==> src/rtl/core/pthtrk_pkg.sv <==
// Shared types, constants and preset tables of the pan/tilt head tracker.
package pthtrk_pkg;

   localparam int YawWidth    = 10;
   localparam int PitchWidth  = 7;
   localparam int BearWidth   = 10;
   localparam int RangeWidth  = 16;
   localparam int DbWidth     = 9;
   localparam int ThrWidth    = 15;
   localparam int ModeWidth   = 4;
   localparam int CsrIdxWidth = 2;

   // Wide enough for yaw plus a full-scale bearing before clamping.
   localparam int SumWidth    = 12;

   typedef logic signed [YawWidth-1:0]  yaw_type;
   typedef logic [PitchWidth-1:0]       pitch_type;
   typedef logic signed [BearWidth-1:0] bearing_type;
   typedef logic signed [RangeWidth-1:0] range_type;
   typedef logic signed [SumWidth-1:0]  sum_type;

   localparam sum_type   YawLimitH = sum_type'(270);
   localparam sum_type   YawLimitB = sum_type'(260);
   localparam sum_type   StepH     = sum_type'(2);
   localparam sum_type   StepB     = sum_type'(1);
   localparam pitch_type PitchFar  = pitch_type'(50);
   localparam pitch_type PitchNear = pitch_type'(120);

   typedef enum logic [ModeWidth-1:0] {
      MODE_FAR_LEFT         = 4'd0,
      MODE_FAR_MID          = 4'd1,
      MODE_FAR_RIGHT        = 4'd2,
      MODE_FAR_RIGHT_BACK   = 4'd3,
      MODE_FAR_LEFT_BACK    = 4'd4,
      MODE_CLOSE_LEFT       = 4'd5,
      MODE_CLOSE_MID        = 4'd6,
      MODE_CLOSE_RIGHT      = 4'd7,
      MODE_CLOSE_RIGHT_BACK = 4'd8,
      MODE_CLOSE_LEFT_BACK  = 4'd9,
      MODE_TRACK_HORIZ      = 4'd10,
      MODE_TRACK_VERT       = 4'd11,
      MODE_TRACK_BOTH       = 4'd12
   } mode_type;

   typedef enum logic [CsrIdxWidth-1:0] {
      CSR_DEADBAND  = 2'd0,
      CSR_FAR_RANGE = 2'd1,
      CSR_NEAR_RANGE = 2'd2
   } csr_index_type;

   typedef struct packed {
      logic [DbWidth-1:0]  deadband;
      logic [ThrWidth-1:0] far_range_mm;
      logic [ThrWidth-1:0] near_range_mm;
   } cfg_type;

   localparam logic [DbWidth-1:0]  DeadbandReset  = DbWidth'(20);
   localparam logic [ThrWidth-1:0] FarRangeReset  = ThrWidth'(1200);
   localparam logic [ThrWidth-1:0] NearRangeReset = ThrWidth'(1000);

   // Preset yaw for the fixed poses; only preset modes reach here.
   function automatic yaw_type preset_yaw(input logic [ModeWidth-1:0] mode);
      yaw_type y;
      unique case (mode)
         MODE_FAR_LEFT, MODE_CLOSE_LEFT:             y = yaw_type'(180);
         MODE_FAR_MID, MODE_CLOSE_MID:               y = yaw_type'(0);
         MODE_FAR_RIGHT, MODE_CLOSE_RIGHT:           y = yaw_type'(-180);
         MODE_FAR_RIGHT_BACK, MODE_CLOSE_RIGHT_BACK: y = yaw_type'(-270);
         MODE_FAR_LEFT_BACK, MODE_CLOSE_LEFT_BACK:   y = yaw_type'(270);
         default:                                    y = yaw_type'(0);
      endcase
      return y;
   endfunction

   function automatic pitch_type preset_pitch(input logic [ModeWidth-1:0] mode);
      pitch_type p;
      unique case (mode)
         MODE_FAR_LEFT, MODE_FAR_MID, MODE_FAR_RIGHT,
         MODE_FAR_RIGHT_BACK, MODE_FAR_LEFT_BACK:    p = pitch_type'(50);
         MODE_CLOSE_MID:                             p = pitch_type'(120);
         MODE_CLOSE_LEFT, MODE_CLOSE_RIGHT,
         MODE_CLOSE_RIGHT_BACK, MODE_CLOSE_LEFT_BACK: p = pitch_type'(110);
         default:                                    p = pitch_type'(0);
      endcase
      return p;
   endfunction

endpackage

==> src/rtl/core/pan_tilt_head_tracker_top.sv <==
// Top level of the pan/tilt head tracker: ports, pose state and result register.
//
//  channel  | ports          | direction | content
//  ---------+----------------+-----------+------------------------------------------
//  request  | req_t*         | in        | one control tick: mode, flags, bearing, range
//  response | rsp_t*         | out       | new yaw, pitch and the snap-consumed flag
//  config   | csr_*          | in        | deadband, far and near range thresholds
//
// The pose update is computed from the incoming item and the stored pose in a single
// pass and lands in the result register at the accept edge, so items may arrive back
// to back while the response side keeps taking results, presented from that register.
// The result register frees itself in the same cycle it is taken, so a stalled
// response holds only the one waiting result and blocks the request side only then.
// Synchronous reset clears the pose to zero, the thresholds to their defaults and
// empties the result register.
module pan_tilt_head_tracker_top (
   input  logic        clock,
   input  logic        reset,

   input  logic        req_tvalid,
   output logic        req_tready,
   // [9:0] ball_bearing, [25:10] ball_range_mm, [26] snap_request, [31:27] zero
   input  logic [31:0] req_tdata,
   // [3:0] head_mode, [4] ball_seen
   input  logic [4:0]  req_tuser,

   output logic        rsp_tvalid,
   input  logic        rsp_tready,
   // [9:0] yaw, [16:10] pitch, [17] snap_consumed, [23:18] zero
   output logic [23:0] rsp_tdata,

   input  logic        csr_we,
   input  logic [1:0]  csr_index,
   input  logic [14:0] csr_wdata
);

   pthtrk_pkg::cfg_type   cfg_ff;
   pthtrk_pkg::yaw_type   yaw_ff;
   pthtrk_pkg::pitch_type pitch_ff;
   logic                  out_valid_ff;
   logic                  out_consumed_ff;

   pthtrk_pkg::yaw_type   yaw_in;
   pthtrk_pkg::pitch_type pitch_in;
   logic                  consumed_in;
   logic                  req_take;

   // The result register doubles as the stored pose: it always holds the latest one.
   assign req_tready = !out_valid_ff || rsp_tready;
   assign req_take   = req_tvalid && req_tready;

   pthtrk_step u_step (
      .head_mode     (req_tuser[3:0]),
      .ball_seen     (req_tuser[4]),
      .ball_bearing  (signed'(req_tdata[9:0])),
      .ball_range_mm (signed'(req_tdata[25:10])),
      .snap_request  (req_tdata[26]),
      .cfg           (cfg_ff),
      .yaw_cur       (yaw_ff),
      .pitch_cur     (pitch_ff),
      .yaw_next      (yaw_in),
      .pitch_next    (pitch_in),
      .snap_consumed (consumed_in)
   );

   // Configuration writes; an index past the last register is ignored.
   always_ff @(posedge clock) begin
      if (reset) begin
         cfg_ff.deadband      <= pthtrk_pkg::DeadbandReset;
         cfg_ff.far_range_mm  <= pthtrk_pkg::FarRangeReset;
         cfg_ff.near_range_mm <= pthtrk_pkg::NearRangeReset;
      end else if (csr_we) begin
         unique case (csr_index)
            pthtrk_pkg::CSR_DEADBAND:
               cfg_ff.deadband <= csr_wdata[pthtrk_pkg::DbWidth-1:0];
            pthtrk_pkg::CSR_FAR_RANGE:   cfg_ff.far_range_mm  <= csr_wdata;
            pthtrk_pkg::CSR_NEAR_RANGE:  cfg_ff.near_range_mm <= csr_wdata;
            default: ;
         endcase
      end
   end

   always_ff @(posedge clock) begin
      if (reset) begin
         yaw_ff          <= '0;
         pitch_ff        <= '0;
         out_consumed_ff <= 1'b0;
         out_valid_ff    <= 1'b0;
      end else begin
         if (req_take) begin
            yaw_ff          <= yaw_in;
            pitch_ff        <= pitch_in;
            out_consumed_ff <= consumed_in;
            out_valid_ff    <= 1'b1;
         end else if (rsp_tready) begin
            out_valid_ff <= 1'b0;
         end
      end
   end

   assign rsp_tvalid = out_valid_ff;
   assign rsp_tdata  = {6'b0, out_consumed_ff, pitch_ff, yaw_ff};

endmodule

==> src/rtl/core/pthtrk_step.sv <==
// Next head pose from one item, the stored pose and the configuration.
module pthtrk_step (
   input  logic [pthtrk_pkg::ModeWidth-1:0] head_mode,
   input  logic                             ball_seen,
   input  pthtrk_pkg::bearing_type          ball_bearing,
   input  pthtrk_pkg::range_type            ball_range_mm,
   input  logic                             snap_request,
   input  pthtrk_pkg::cfg_type              cfg,
   input  pthtrk_pkg::yaw_type              yaw_cur,
   input  pthtrk_pkg::pitch_type            pitch_cur,
   output pthtrk_pkg::yaw_type              yaw_next,
   output pthtrk_pkg::pitch_type            pitch_next,
   output logic                             snap_consumed
);

   localparam int CmpWidth = pthtrk_pkg::BearWidth + 1;
   localparam int RngWidth = pthtrk_pkg::RangeWidth + 1;

   logic signed [CmpWidth-1:0] bear_x;
   logic signed [CmpWidth-1:0] db_pos;
   logic signed [CmpWidth-1:0] db_neg;
   logic                       step_up;
   logic                       step_dn;
   logic signed [RngWidth-1:0] range_x;
   logic signed [RngWidth-1:0] far_x;
   logic signed [RngWidth-1:0] near_x;
   logic                       is_far;
   logic                       is_near;
   pthtrk_pkg::sum_type        yaw_x;
   pthtrk_pkg::sum_type        sum_h;
   pthtrk_pkg::sum_type        sum_b;
   pthtrk_pkg::sum_type        clamp_h;
   pthtrk_pkg::sum_type        clamp_b;

   always_comb begin
      bear_x  = CmpWidth'(ball_bearing);
      db_pos  = signed'({2'b00, cfg.deadband});
      db_neg  = -db_pos;
      step_up = ball_seen && (bear_x > db_pos);
      step_dn = ball_seen && (bear_x < db_neg);

      range_x = RngWidth'(ball_range_mm);
      far_x   = signed'({2'b00, cfg.far_range_mm});
      near_x  = signed'({2'b00, cfg.near_range_mm});
      is_far  = ball_seen && (range_x > far_x);
      is_near = ball_seen && !ball_range_mm[pthtrk_pkg::RangeWidth-1] && (range_x <= near_x);

      yaw_x = pthtrk_pkg::SumWidth'(yaw_cur);

      // Horizontal track: one degree a tick outside the deadband.
      if (step_up) begin
         sum_h = yaw_x + pthtrk_pkg::StepH;
      end else if (step_dn) begin
         sum_h = yaw_x - pthtrk_pkg::StepH;
      end else begin
         sum_h = yaw_x;
      end

      // Both track: a snap jumps by the whole bearing, otherwise half a degree.
      if (snap_request) begin
         sum_b = yaw_x + pthtrk_pkg::SumWidth'(ball_bearing);
      end else if (step_up) begin
         sum_b = yaw_x + pthtrk_pkg::StepB;
      end else if (step_dn) begin
         sum_b = yaw_x - pthtrk_pkg::StepB;
      end else begin
         sum_b = yaw_x;
      end

      if (sum_h > pthtrk_pkg::YawLimitH) begin
         clamp_h = pthtrk_pkg::YawLimitH;
      end else if (sum_h < -pthtrk_pkg::YawLimitH) begin
         clamp_h = -pthtrk_pkg::YawLimitH;
      end else begin
         clamp_h = sum_h;
      end

      if (sum_b > pthtrk_pkg::YawLimitB) begin
         clamp_b = pthtrk_pkg::YawLimitB;
      end else if (sum_b < -pthtrk_pkg::YawLimitB) begin
         clamp_b = -pthtrk_pkg::YawLimitB;
      end else begin
         clamp_b = sum_b;
      end
   end

   always_comb begin
      yaw_next      = yaw_cur;
      pitch_next    = pitch_cur;
      snap_consumed = 1'b0;
      if (head_mode < pthtrk_pkg::ModeWidth'(pthtrk_pkg::MODE_TRACK_HORIZ)) begin
         yaw_next   = pthtrk_pkg::preset_yaw(head_mode);
         pitch_next = pthtrk_pkg::preset_pitch(head_mode);
      end else if (head_mode == pthtrk_pkg::ModeWidth'(pthtrk_pkg::MODE_TRACK_HORIZ)) begin
         yaw_next = pthtrk_pkg::YawWidth'(clamp_h);
      end else if (head_mode == pthtrk_pkg::ModeWidth'(pthtrk_pkg::MODE_TRACK_BOTH)) begin
         yaw_next      = pthtrk_pkg::YawWidth'(clamp_b);
         snap_consumed = snap_request;
         // Far wins where the two thresholds overlap.
         if (is_far) begin
            pitch_next = pthtrk_pkg::PitchFar;
         end else if (is_near) begin
            pitch_next = pthtrk_pkg::PitchNear;
         end
      end
   end

endmodule

==> config.mk <==
export PLATFORM = sky130hd
export DESIGN_NAME = pan_tilt_head_tracker_top
export DESIGN_NICKNAME = d
export VERILOG_FILES = /design/src/rtl/core/pthtrk_pkg.sv /design/src/rtl/core/pan_tilt_head_tracker_top.sv /design/src/rtl/core/pthtrk_step.sv
export SDC_FILE = /design/constraint.sdc
export NUM_CORES = 1
export LEC_CHECK = 0
export ABC_AREA = 1
export BUFFER_PORTS_ARGS = -buffer_cell sky130_fd_sc_hd__buf_2
export CAP_MARGIN = 0
export CORE_MARGIN = 5
export CORE_UTILIZATION = 30
export CTS_CLUSTER_SIZE = 16
export DETAILED_ROUTE_END_ITERATION = 10
export HOLD_SLACK_MARGIN = 0.08
export REMOVE_ABC_BUFFERS = 1
export SETUP_SLACK_MARGIN = 0.05
export SYNTH_ARGS = -nofsm -noshare
export SYNTH_HDL_FRONTEND = slang
export SYNTH_HIERARCHICAL = 1
export SYNTH_SLANG_ARGS = --single-unit
==> constraint.sdc <==
create_clock -name clock -period 4.1 [get_ports clock]
set_input_delay 0.82 -clock clock [delete_from_list [all_inputs] [get_ports clock]]
set_output_delay 0.82 -clock clock [all_outputs]
set_load 0.005 [all_outputs]
==> impl_metrics.json <==
{
  "num_antenna_cells": 0,
  "sequential_cell_area_sq_um": 1160,
  "worstPathRequired_ns": 4.36,
  "clockBufferDepth": 2,
  "drt-total-wl_um": 18600,
  "route.antenna.remaining_nets": 0,
  "p_leak_nw": 4.22,
  "reg2reg_depth": 31,
  "synth_cells": 1074,
  "synth-warning-count": 6,
  "drt_iter0_markers": 403,
  "layout.cells.most_common_list": "sky130_fd_sc_hd__nand2_1, sky130_fd_sc_hd__inv_1, sky130_fd_sc_hd__nor2_1",
  "period_needed_ns": 4.08,
  "vdd.ir_drop.worst_uv": 190,
  "cp-start-kind": "register",
  "routed-via-count": 6741,
  "coreArea_sq_um": 21000,
  "post_place_cell_area_sq_um": 7090,
  "finalNetCount": 1296,
  "grt_pass1_vias": 6045,
  "timing.setup.critical_path_class": "reg -> reg",
  "result_of_the_run": "finished clean",
  "cp_max_fanout": 7,
  "crit-reg2reg-capture": "yaw_ff[4]",
  "start_util_pct": 30.4,
  "synth_seq_area_share_pct": 18.2,
  "fraction_of_the_mapped_netlist_area_in_compound_gates_pct": 11.9,
  "hold-worst-slack_ns": 0.474,
  "number_of_antenna_violations_at_the_first_check_in_global_routing": 0,
  "cp.arrival_ns": 4.34,
  "crit_path_end_kind": "register",
  "vias_per_cell": 4.66,
  "drc": 0,
  "cpMostUsedCell": "sky130_fd_sc_hd__nand2_1",
  "proportion_of_synthesized_flip_flops_having_asynchronous_set_or_reset_pct": 0,
  "layout-area-overhead-vs-synth_pct": 22.2,
  "tritoncts.num_buffers": 9,
  "worst-slew-pin-transition_ns": 0.971,
  "cp_slowest_stage_delay_ns": 0.33,
  "nFillCells": 2333,
  "synth_top_family_by_area": "simple AND/OR/NAND/NOR gates",
  "worstReg2RegStart": "cfg_ff[31]",
  "worstHoldPathCells": 2,
  "io_pins": 85,
  "maxCapViolations": 0,
  "clock_root_buffer": "sky130_fd_sc_hd__clkbuf_16",
  "final.period_utilization_pct": 99.4,
  "placement.io_buffers": 73,
  "synth_simple_gate_area_share_pct": 37.1,
  "synth.ff_latch_count": 58,
  "critPathSlowestCell": "sky130_fd_sc_hd__dfxtp_2",
  "slew_headroom_pct": 35.1,
  "most_frequent_standard_cell_in_the_layout_excluding_fill_and_tap_cells": "sky130_fd_sc_hd__nand2_1",
  "clock_sinks": 58,
  "final-max-slew-violation-count": 0,
  "globalplace.congestion": 0.900,
  "global_route_wire_length_before_repair_um": 29800,
  "multi_input_comb_area_sq_um": 4520,
  "synth.avg_cell_area_sq_um": 5.92,
  "tritoncts": "done",
  "clock_skew_ns": 0.0108,
  "worstHoldEndpoint": "cfg_ff[9]",
  "synth_area_leaders": "sky130_fd_sc_hd__nand2_1, sky130_fd_sc_hd__dfxtp_1, sky130_fd_sc_hd__ha_1, sky130_fd_sc_hd__inv_1, sky130_fd_sc_hd__nor2_1",
  "post-synth-top-area-fraction_pct": 18.4,
  "clkLatencyLatePin_ns": 0.33,
  "setup-violations-final": 0,
  "core.rowCount": 53,
  "timing.fmax_mhz": 245,
  "final_area_sq_um": 7770,
  "library_cell_with_the_largest_summed_area_after_synthesis": "sky130_fd_sc_hd__nand2_1",
  "routed_wire_length_per_instance_um": 12.9,
  "cell_area_after_technology_mapping_sq_um": 6360,
  "hold_violations": 0,
  "synth.distinct_cells": 47,
  "timing.hold.worst.class": "reg -> reg",
  "globalRouteOverflowTotal": 0,
  "drt-pass1-iter-count": 5,
  "die_height_um": 156,
  "synthFlopType": "sky130_fd_sc_hd__dfxtp_1",
  "synth_fa_ha_area_share_pct": 14.1,
  "dieArea_sq_um": 24200,
  "synth_mux_area_share_pct": 0,
  "synth-xor-area-share_pct": 4.54,
  "unrepaired_setup_endpoints_after_global_routing": "yes",
  "min-delay-start": "cfg_ff[9]",
  "chipWidth_um": 156,
  "htree_num_levels": 3,
  "pwr_density_cell_nw_per_um2": 294,
  "grt_max_degree": 47,
  "post_route_cells_drive_above_1_share_pct": 18.3,
  "grt_usage_pct": 14.8,
  "clkSlewWorstSetupHoldPaths_ns": 0.05,
  "synth_edf_count": 0,
  "rrSetupSlack_ns": 0.02,
  "hpwlAfterDp_um": 13900
}
==> flip-flops by register name (all words and copies together) (netlist names) <==
signal	cells
yaw_ff	10
cfg_ff	39
rsp_tvalid	1
out_consumed_ff	1
pitch_ff	7
==> worst max path at each step <==
stage / from / to / slack (ns) / depth (start not counted)
6_report: cfg_ff[31] / yaw_ff[4] / 0.02 / 31
4_1_cts: cfg_ff[31] / yaw_ff[1] / 0.09 / 28
3_3_place_gp: cfg_ff[31] / yaw_ff[1] / 0.09 / 28
2_1_floorplan: cfg_ff[31] / yaw_ff[1] / 0.49 / 28
3_5_place_dp: cfg_ff[31] / yaw_ff[1] / 0.03 / 30
5_1_grt: cfg_ff[31] / yaw_ff[5] / -0.26 / 37
==> metrics by stage <==
step	utilization, %	worst slack, ns	power, mW	setup TNS [ns]	instances
after floorplan	-	0.488	1.13	0	1033
after global placement	33.8	0.0904	1.36	0	1415
after detailed placement	33.8	0.0337	1.37	0	1415
after CTS	35.4	0.0930	2.24	0	1431
after global routing	37.1	-0.261	2.46	-1.95	1446
final	37.1	0.0235	2.29	0	1446
==> cell usage after synthesis (3+ instances only) <==
| library cell | n |
|---|---|
| sky130_fd_sc_hd__nand2_1 | 312 |
| sky130_fd_sc_hd__inv_1 | 165 |
| sky130_fd_sc_hd__nor2_1 | 118 |
| sky130_fd_sc_hd__nand3_1 | 82 |
| sky130_fd_sc_hd__a21oi_1 | 71 |
| sky130_fd_sc_hd__ha_1 | 70 |
| sky130_fd_sc_hd__dfxtp_1 | 58 |
| sky130_fd_sc_hd__xor2_1 | 30 |
| sky130_fd_sc_hd__o21ai_0 | 24 |
| sky130_fd_sc_hd__buf_2 | 21 |
| sky130_fd_sc_hd__nand4_1 | 13 |
| sky130_fd_sc_hd__nor3_1 | 12 |
| sky130_fd_sc_hd__buf_4 | 11 |
| sky130_fd_sc_hd__clkbuf_1 | 11 |
| sky130_fd_sc_hd__nand2_2 | 9 |
| sky130_fd_sc_hd__o21ai_1 | 8 |
| sky130_fd_sc_hd__or2_2 | 6 |
| sky130_fd_sc_hd__nor2_2 | 5 |
| sky130_fd_sc_hd__a211oi_1 | 4 |
| sky130_fd_sc_hd__o211ai_1 | 4 |
| sky130_fd_sc_hd__a21o_1 | 3 |
| sky130_fd_sc_hd__inv_2 | 3 |
| sky130_fd_sc_hd__o221ai_1 | 3 |
| sky130_fd_sc_hd__xnor2_1 | 3 |
==> routing by layer <==
layer  part of all wire [%]  up-vias  global-route usage [%]
li1                       -     3554                       -
met1                     48     2996                    20.4
met2                     46      172                    24.3
met3                    4.7       19                    1.86
met4                    1.4        0                    4.42
met5                      0        -                       0
==> worst max-delay path: cells and delay by family (launching register included) <==
family | cells | cell delay (ns)
AO/OA/AOI/OAI | 4 | 0.72
adder cells (fa/ha/maj) | 2 | 0.43
buffers and inverters | 7 | 0.81
flip-flops | 1 | 0.33
AND/OR/NAND/NOR | 18 | 1.71
==> power by group <==
part | total, mW | switching [mW] | internal (mW)
clock network | 0.850 | 0.260 | 0.590
registers | 0.633 | 0.0332 | 0.600
logic | 0.804 | 0.489 | 0.315
total | 2.29 | 0.782 | 1.51
==> what timing repair did <==
action | CTS | global route
hold buffers | 0 | 0
setup buffers | 0 | 15
setup endpoints to repair | 2 | 9
pin swaps | 0 | 53
endpoints found under the hold margin | 0 | 0
resized for setup | 1 | 62
==> final cells by class <==
cell class / instances / area share, %
tap: 275 / 4.43
clock inverter: 6 / 1.35
timing repair buffer: 122 / 9.88
clock buffer: 10 / 2.95
multi-input combinational: 805 / 58.2
sequential: 58 / 15.0
inverter: 170 / 8.24
==> logic make-up (layout without fill, tap and decap cells) <==
group	after synthesis	count (layout)
compound gates	132	132
buf+inv	216	308
xor+xnor	33	33
flops	58	58
other cells	1	6
fa+ha+maj	71	71
simple gates	563	563
(Power assumes the default switching activity.)
